===== config.mk =====
export PLATFORM = sky130hd
export DESIGN_NAME = sorted_index_set_merge
export DESIGN_NICKNAME = d
export VERILOG_FILES = /design/src/rtl/sism_pkg.sv /design/src/rtl/sism_set_store.sv /design/src/rtl/sorted_index_set_merge.sv
export SDC_FILE = /design/constraint.sdc
export NUM_CORES = 2
export LEC_CHECK = 0
export BUFFER_PORTS_ARGS = -buffer_cell sky130_fd_sc_hd__buf_4
export CORE_MARGIN = 2
export CORE_UTILIZATION = 55
export CTS_BUF_LIST = sky130_fd_sc_hd__clkbuf_16
export DETAILED_ROUTE_END_ITERATION = 6
export HOLD_SLACK_MARGIN = 0.06
export PLACE_DENSITY = 0.8
export SETUP_SLACK_MARGIN = 0.02
export SYNTH_ARGS = -nofsm -noshare
export SYNTH_HDL_FRONTEND = slang
export SYNTH_HIERARCHICAL = 1
export SYNTH_SLANG_ARGS = --single-unit

===== constraint.sdc =====
create_clock -name aclk -period 9.4 [get_ports aclk]
set_clock_uncertainty 0.05 [all_clocks]
set_input_delay 2.82 -clock aclk [delete_from_list [all_inputs] [get_ports aclk]]
set_output_delay 2.82 -clock aclk [all_outputs]
set_load 0.01 [all_outputs]

===== src/rtl/sism_pkg.sv =====
package sism_pkg;

    localparam int VALUE_W   = 32;
    localparam int S_TDATA_W = 40;
    localparam int M_TDATA_W = 40;

    typedef logic [1:0] mode_t;
    typedef logic [2:0] oper_t;
    typedef logic [1:0] kind_t;
    typedef logic [1:0] status_t;

    localparam mode_t MODE_LOAD_A = 2'd0;
    localparam mode_t MODE_LOAD_B = 2'd1;
    localparam mode_t MODE_START  = 2'd2;
    localparam mode_t MODE_CLEAR  = 2'd3;

    localparam oper_t OP_UNION  = 3'd0;
    localparam oper_t OP_INTER  = 3'd1;
    localparam oper_t OP_DIFF   = 3'd2;
    localparam oper_t OP_SUBSET = 3'd3;
    localparam oper_t OP_OVERLAP = 3'd4;
    localparam oper_t OP_COUNT  = 3'd5;
    localparam oper_t OP_EQUAL  = 3'd6;
    localparam oper_t OP_LEX    = 3'd7;

    localparam kind_t KIND_ACK    = 2'd0;
    localparam kind_t KIND_ELEM   = 2'd1;
    localparam kind_t KIND_EMPTY  = 2'd2;
    localparam kind_t KIND_SCALAR = 2'd3;

    localparam status_t STAT_OK      = 2'd0;
    localparam status_t STAT_FULL    = 2'd1;
    localparam status_t STAT_NOT_ASC = 2'd2;
    localparam status_t STAT_BAD_OP  = 2'd3;

    typedef struct packed {
        logic load;
        logic clear;
    } store_ctrl_t;

endpackage


===== src/rtl/sism_set_store.sv =====
module sism_set_store
    import sism_pkg::*;
#(
    parameter int SET_DEPTH   = 32,
    parameter int INDEX_WIDTH = 32,
    parameter int CW          = $clog2(SET_DEPTH + 1),
    parameter int AW          = (SET_DEPTH > 1) ? $clog2(SET_DEPTH) : 1
) (
    input  logic                   aclk,
    input  logic                   aresetn,
    input  store_ctrl_t            ctrl,
    input  logic [INDEX_WIDTH-1:0] wr_elem,
    input  logic [CW-1:0]          rd_ptr,
    output logic [CW-1:0]          count,
    output status_t                load_status,
    output logic [INDEX_WIDTH-1:0] rd_data
);

    logic [INDEX_WIDTH-1:0] mem [SET_DEPTH];
    logic [CW-1:0]          count_reg;
    logic [INDEX_WIDTH-1:0] last_reg;
    logic [INDEX_WIDTH-1:0] rd_data_reg;
    logic                   wr_ok;

    always_comb begin
        priority if (count_reg == CW'(SET_DEPTH)) begin
            load_status = STAT_FULL;
        end else if (count_reg != '0 && wr_elem <= last_reg) begin
            load_status = STAT_NOT_ASC;
        end else begin
            load_status = STAT_OK;
        end
    end

    assign wr_ok = ctrl.load && (load_status == STAT_OK);

    always_ff @(posedge aclk) begin
        if (!aresetn) begin
            count_reg <= '0;
        end else if (ctrl.clear) begin
            count_reg <= '0;
        end else if (wr_ok) begin
            count_reg <= count_reg + CW'(1);
        end
    end

    always_ff @(posedge aclk) begin
        if (wr_ok) begin
            mem[count_reg[AW-1:0]] <= wr_elem;
            last_reg               <= wr_elem;
        end
        rd_data_reg <= mem[rd_ptr[AW-1:0]];
    end

    assign count   = count_reg;
    assign rd_data = rd_data_reg;

endmodule


===== src/rtl/sorted_index_set_merge.sv =====
// Channel   Direction  tdata                                   tuser
// s_        in         element [31:0], operation [34:32]       mode
// m_        out        value [31:0], status [33:32]            kind
//
// A load or clear request gives its acknowledge in the next cycle.
// A merge run steps once per cycle while the result side is not stalled, one entry
// of A, of B or of both; the single read port of each store sets this rate.
// Reset clears the counts and the control state; the stores need no clearing.
// Any stall on the result side holds the run; no new request is taken during a run.
module sorted_index_set_merge
    import sism_pkg::*;
#(
    parameter int SET_DEPTH   = 32,
    parameter int INDEX_WIDTH = 32
) (
    input  logic                 aclk,
    input  logic                 aresetn,
    input  logic                 s_tvalid,
    output logic                 s_tready,
    input  logic [S_TDATA_W-1:0] s_tdata,   // element, operation
    input  logic [1:0]           s_tuser,   // mode
    output logic                 m_tvalid,
    input  logic                 m_tready,
    output logic [M_TDATA_W-1:0] m_tdata,   // value, status
    output logic [1:0]           m_tuser,   // kind
    output logic                 m_tlast
);

    localparam int CW = $clog2(SET_DEPTH + 1);
    localparam int AW = (SET_DEPTH > 1) ? $clog2(SET_DEPTH) : 1;

    localparam logic ST_IDLE = 1'b0;
    localparam logic ST_RUN  = 1'b1;

    logic                   state_reg, state_next;
    oper_t                  op_reg;
    logic [CW-1:0]          i_reg, i_next, j_reg, j_next;
    logic [CW-1:0]          match_reg, match_next;
    logic                   pend_valid_reg, pend_valid_next;
    logic [INDEX_WIDTH-1:0] pend_value_reg, pend_value_next;

    logic                   m_valid_reg;
    logic [VALUE_W-1:0]     m_value_reg;
    status_t                m_status_reg;
    kind_t                  m_kind_reg;
    logic                   m_last_reg;

    logic                   out_free, in_acc;
    logic                   out_load;
    kind_t                  out_kind;
    logic [VALUE_W-1:0]     out_value;
    status_t                out_status;
    logic                   out_last;

    mode_t                  in_mode;
    oper_t                  in_op;
    logic [INDEX_WIDTH-1:0] in_elem;

    store_ctrl_t            ctrl_a, ctrl_b;
    logic [CW-1:0]          cnt_a, cnt_b;
    status_t                ld_stat_a, ld_stat_b;
    logic [INDEX_WIDTH-1:0] rd_a, rd_b;

    logic                   a_live, b_live, a_lt, a_eq, finish, emit;
    logic [INDEX_WIDTH-1:0] emit_value;

    assign in_mode  = s_tuser;
    assign in_elem  = s_tdata[INDEX_WIDTH-1:0];
    assign in_op    = s_tdata[34:32];
    assign out_free = !m_valid_reg || m_tready;
    assign s_tready = (state_reg == ST_IDLE) && out_free;
    assign in_acc   = s_tvalid && s_tready;

    assign ctrl_a.load  = in_acc && (in_mode == MODE_LOAD_A);
    assign ctrl_a.clear = in_acc && (in_mode == MODE_CLEAR);
    assign ctrl_b.load  = in_acc && (in_mode == MODE_LOAD_B);
    assign ctrl_b.clear = in_acc && (in_mode == MODE_CLEAR);

    sism_set_store #(
        .SET_DEPTH   (SET_DEPTH),
        .INDEX_WIDTH (INDEX_WIDTH),
        .CW          (CW),
        .AW          (AW)
    ) u_store_a (
        .aclk        (aclk),
        .aresetn     (aresetn),
        .ctrl        (ctrl_a),
        .wr_elem     (in_elem),
        .rd_ptr      (i_next),
        .count       (cnt_a),
        .load_status (ld_stat_a),
        .rd_data     (rd_a)
    );

    sism_set_store #(
        .SET_DEPTH   (SET_DEPTH),
        .INDEX_WIDTH (INDEX_WIDTH),
        .CW          (CW),
        .AW          (AW)
    ) u_store_b (
        .aclk        (aclk),
        .aresetn     (aresetn),
        .ctrl        (ctrl_b),
        .wr_elem     (in_elem),
        .rd_ptr      (j_next),
        .count       (cnt_b),
        .load_status (ld_stat_b),
        .rd_data     (rd_b)
    );

    assign a_live = i_reg < cnt_a;
    assign b_live = j_reg < cnt_b;
    assign a_lt   = rd_a < rd_b;
    assign a_eq   = rd_a == rd_b;

    always_comb begin
        state_next      = state_reg;
        i_next          = i_reg;
        j_next          = j_reg;
        match_next      = match_reg;
        pend_valid_next = pend_valid_reg;
        pend_value_next = pend_value_reg;
        out_load        = 1'b0;
        out_kind        = KIND_ACK;
        out_value       = '0;
        out_status      = STAT_OK;
        out_last        = 1'b1;
        finish          = 1'b0;
        emit            = 1'b0;
        emit_value      = rd_a;

        if (state_reg == ST_IDLE) begin
            if (in_acc) begin
                unique case (in_mode)
                    MODE_LOAD_A: begin
                        out_load   = 1'b1;
                        out_status = ld_stat_a;
                        out_value  = VALUE_W'(cnt_a) + VALUE_W'(ld_stat_a == STAT_OK);
                    end
                    MODE_LOAD_B: begin
                        out_load   = 1'b1;
                        out_status = ld_stat_b;
                        out_value  = VALUE_W'(cnt_b) + VALUE_W'(ld_stat_b == STAT_OK);
                    end
                    MODE_CLEAR: begin
                        out_load = 1'b1;
                    end
                    MODE_START: begin
                        state_next      = ST_RUN;
                        i_next          = '0;
                        j_next          = '0;
                        match_next      = '0;
                        pend_valid_next = 1'b0;
                    end
                    default: begin
                    end
                endcase
            end
        end else if (out_free) begin
            if (op_reg == OP_UNION || op_reg == OP_INTER || op_reg == OP_DIFF) begin
                unique case (op_reg)
                    OP_UNION: finish = !a_live && !b_live;
                    OP_INTER: finish = !a_live || !b_live;
                    default:  finish = !a_live;
                endcase
                if (finish) begin
                    out_load        = 1'b1;
                    out_kind        = pend_valid_reg ? KIND_ELEM : KIND_EMPTY;
                    out_value       = pend_valid_reg ? VALUE_W'(pend_value_reg) : '0;
                    pend_valid_next = 1'b0;
                    state_next      = ST_IDLE;
                end else begin
                    priority if (a_live && b_live && a_eq) begin
                        emit       = (op_reg != OP_DIFF);
                        match_next = match_reg + CW'(1);
                        i_next     = i_reg + CW'(1);
                        j_next     = j_reg + CW'(1);
                    end else if (a_live && (!b_live || a_lt)) begin
                        emit   = (op_reg != OP_INTER);
                        i_next = i_reg + CW'(1);
                    end else begin
                        emit       = (op_reg == OP_UNION);
                        emit_value = rd_b;
                        j_next     = j_reg + CW'(1);
                    end
                    if (emit) begin
                        out_load        = pend_valid_reg;
                        out_kind        = KIND_ELEM;
                        out_value       = VALUE_W'(pend_value_reg);
                        out_last        = 1'b0;
                        pend_valid_next = 1'b1;
                        pend_value_next = emit_value;
                    end
                end
            end else begin
                out_kind = KIND_SCALAR;
                priority if (!(a_live && b_live)) begin
                    finish = 1'b1;
                    unique case (op_reg)
                        OP_SUBSET:  out_value = VALUE_W'(!b_live);
                        OP_OVERLAP: out_value = '0;
                        OP_COUNT:   out_value = VALUE_W'(match_reg);
                        OP_EQUAL:   out_value = VALUE_W'(!a_live && !b_live);
                        default:    out_value = a_live ? VALUE_W'(1) :
                                                (b_live ? VALUE_W'(2) : '0);
                    endcase
                end else if (a_eq) begin
                    match_next = match_reg + CW'(1);
                    i_next     = i_reg + CW'(1);
                    j_next     = j_reg + CW'(1);
                    if (op_reg == OP_OVERLAP) begin
                        finish    = 1'b1;
                        out_value = VALUE_W'(1);
                    end
                end else if (a_lt) begin
                    unique case (op_reg)
                        OP_EQUAL: finish = 1'b1;
                        OP_LEX: begin
                            finish    = 1'b1;
                            out_value = VALUE_W'(1);
                        end
                        default: i_next = i_reg + CW'(1);
                    endcase
                end else begin
                    unique case (op_reg)
                        OP_SUBSET, OP_EQUAL: finish = 1'b1;
                        OP_LEX: begin
                            finish    = 1'b1;
                            out_value = VALUE_W'(2);
                        end
                        default: j_next = j_reg + CW'(1);
                    endcase
                end
                if (finish) begin
                    out_load   = 1'b1;
                    state_next = ST_IDLE;
                end
            end
        end
    end

    always_ff @(posedge aclk) begin
        if (!aresetn) begin
            state_reg      <= ST_IDLE;
            i_reg          <= '0;
            j_reg          <= '0;
            match_reg      <= '0;
            pend_valid_reg <= 1'b0;
            m_valid_reg    <= 1'b0;
        end else begin
            state_reg      <= state_next;
            i_reg          <= i_next;
            j_reg          <= j_next;
            match_reg      <= match_next;
            pend_valid_reg <= pend_valid_next;
            if (out_load) begin
                m_valid_reg <= 1'b1;
            end else if (m_tready) begin
                m_valid_reg <= 1'b0;
            end
        end
    end

    always_ff @(posedge aclk) begin
        pend_value_reg <= pend_value_next;
        if (in_acc && in_mode == MODE_START) begin
            op_reg <= in_op;
        end
        if (out_load) begin
            m_kind_reg   <= out_kind;
            m_value_reg  <= out_value;
            m_status_reg <= out_status;
            m_last_reg   <= out_last;
        end
    end

    assign m_tvalid = m_valid_reg;
    assign m_tdata  = M_TDATA_W'({m_status_reg, m_value_reg});
    assign m_tuser  = m_kind_reg;
    assign m_tlast  = m_last_reg;

endmodule


==> summary.txt <==
Outcome
  • Status: finished clean

CTS
  • Hold-fix buffers, CTS: 0
  • Clk pin slew, worst setup/hold paths: 0.07 ns
  • CTS Root Cell: clkbuf_16
  • H-Tree Depth: 4
  • CTS max path bufs: 3
  • Clk sinks: 2281
  • Clock insertion delay at the later pin of the skew report: 0.86 ns
  • CTS resizes: 0
  • CTS tree: built
  • TritonCTS Buffers: 212
  • Post-CTS setup buffers: 0

Timing
  • Final hold violations: 0
  • Slew headroom: 13.3%
  • Final Setup Violations: 0
  • Fmax achieved: 0.146 GHz
  • Worst-Margin Slew: 1.30 ns
  • Final slew viol count: 0
  • Setup ws final: 2.56 ns
  • Post-layout minimum cycle time: 6.84 ns
  • Setup TNS: 0 ns
  • Crit share post-route: 72.7%
  • RSZ-0062 raised after global routing: false

Worst setup path
  • CP Capture Type: register
  • FF-to-FF End: u_store_b/rd_data[28]
  • Worst Reg2Reg Path Length in Cells: 15
  • Critical path peak fanout: 68
  • R2r startpoint: u_store_b/count[2]
  • Crit Path Class: in -> reg
  • Launching element type of the critical path: input pin
  • Reg2reg setup slack: 2.90 ns
  • CP Data Required Time: 9.88 ns
  • CP Data Arrival Time: 7.32 ns

Job
  • Max Cap Viol: 0

Floorplan
  • Die X: 407 um
  • Core box area: 0.161 mm2
  • DIE HEIGHT: 407 um
  • Die ar.: 0.166 mm2
  • Rows: 147
  • IO Pins: 91
  • Initial Utilization: 55.5%

Detailed routing
  • Antenna Nets Post-Route: 0
  • Drt pass-1 iters: 5
  • Wire per inst: 33.2 um
  • Residual DRC: 0
  • Vias per cell: 6.63
  • Drt initial violations: 6579
  • Total number of vias: 44337
  • Post-Route WL: 222000 um

Global routing
  • Initial antenna violation count: 15
  • Met3 global-route usage: 7.33%
  • First-pass GRT wire length: 317000 um
  • Grt met2 use: 43.3%
  • GRT Overall Usage: 27.2%
  • Met1 usage: 36.2%
  • GRT Residual Overflow: 0
  • Vias in the first global route: 45087
  • GR peak layer: met2
  • Largest net degree at the start of global routing: 85

Power and ir drop
  • P per Cell Area: 199 mW/mm2
  • Pleak: 31.2 nW
  • Peak VDD IR: 204 uV
  • Final Power: 20.0 mW

Placed design
  • Hpwl dp: 120000 um
  • Pre-CTS WS: 1.81 ns
  • GP Congestion: 0.891
  • PortBufs: 79

Logic synthesis
  • Yosys warns: 6
  • Netlist Area Pre-Place: 0.0894 mm2
  • Syn avg cell area: 21.8 um2
  • Mapped Cells: 4099

Layout
  • Area Overhead vs Synth: 12.4%
  • Final #Nets: 4505
  • Share of cells above drive strength 1: 29.2%
  • Area of the multi-input gates: 0.0211 mm2
  • Filler cells: 10175
  • Register area: 0.0675 mm2

Hold path
  • Worst Hold Class: reg -> reg
  • Hold Path End: i_reg[5]
  • Hold Path Stages: 2
  • HP Start: i_reg[5]
[stage by stage]
stage,instance area (um2),std cells,util [%],hold WS (ns)
after detailed placement,93600,6284,58.2,0.455
after global routing,100000,6680,62.4,0.492
after global placement,93600,6284,58.2,0.442
after floorplan,89400,4104,-,0.422
final,100000,6683,62.4,0.487
after CTS,100000,6679,62.4,0.466
[metal layers]
metal  wire length [um]  vias up
met5                 84        -
li1                   -    17597
met3              26200      521
met2             107000     2990
met1              79100    23219
met4               8900       10
[power breakdown]
group | total [mW] | leakage, nW | switching (mW) | internal, mW
clock network | 8.40 | 3.51 | 3.70 | 4.70
logic | 0.413 | 7.25 | 0.308 | 0.105
registers | 11.2 | 20.5 | 0.0279 | 11.2
[layout by cell type, fill, tap and decap left out, types with 60 or more instances in the layout]
master        n
nand2_1     121
dfxtp_1      97
clkbuf_16   217
a21oi_1      60
buf_4       194
mux4_2      640
o21ai_0      64
edfxtp_1   2184
ha_1        121
nor2_1       74
mux2_2       66
nor2_4       62
inv_1       175
[how the worst max path moves through the flow]
stage           startpoint               endpoint  slack, ns
5_1_grt        s_tdata[29]  u_store_b/mem[15][29]       2.44
6_report       s_tdata[29]  u_store_b/mem[11][25]       2.56
2_1_floorplan     m_tready   u_store_a/mem[29][0]       1.78
4_1_cts        s_tdata[27]  u_store_b/mem[13][24]       2.63
3_3_place_gp   s_tdata[27]  u_store_b/mem[13][25]       1.93
3_5_place_dp   s_tdata[27]  u_store_b/mem[15][24]       1.81
[area by class of cell]
class,instances,share of cell area (%)
Tap cell,2160,2.69
Multi-Input combinational cell,1506,21.0
Clock buffer,217,5.41
Antenna cell,4,0.00997
Sequential cell,2281,67.2
Timing Repair Buffer,211,1.79
Clock inverter,178,1.37
Inverter,126,0.471
[critical path, stage by stage]
cell and delay, ns:
buf_4 0.50, ha_1 0.28, nand4_1 0.17, nor4_1 0.85, inv_1 0.10, a31oi_1 0.27
o21a_1 0.42, o21ai_2 0.44, nor2_4 0.97, buf_4 0.38
No activity file was read; power rests on OpenSTA's default activity.
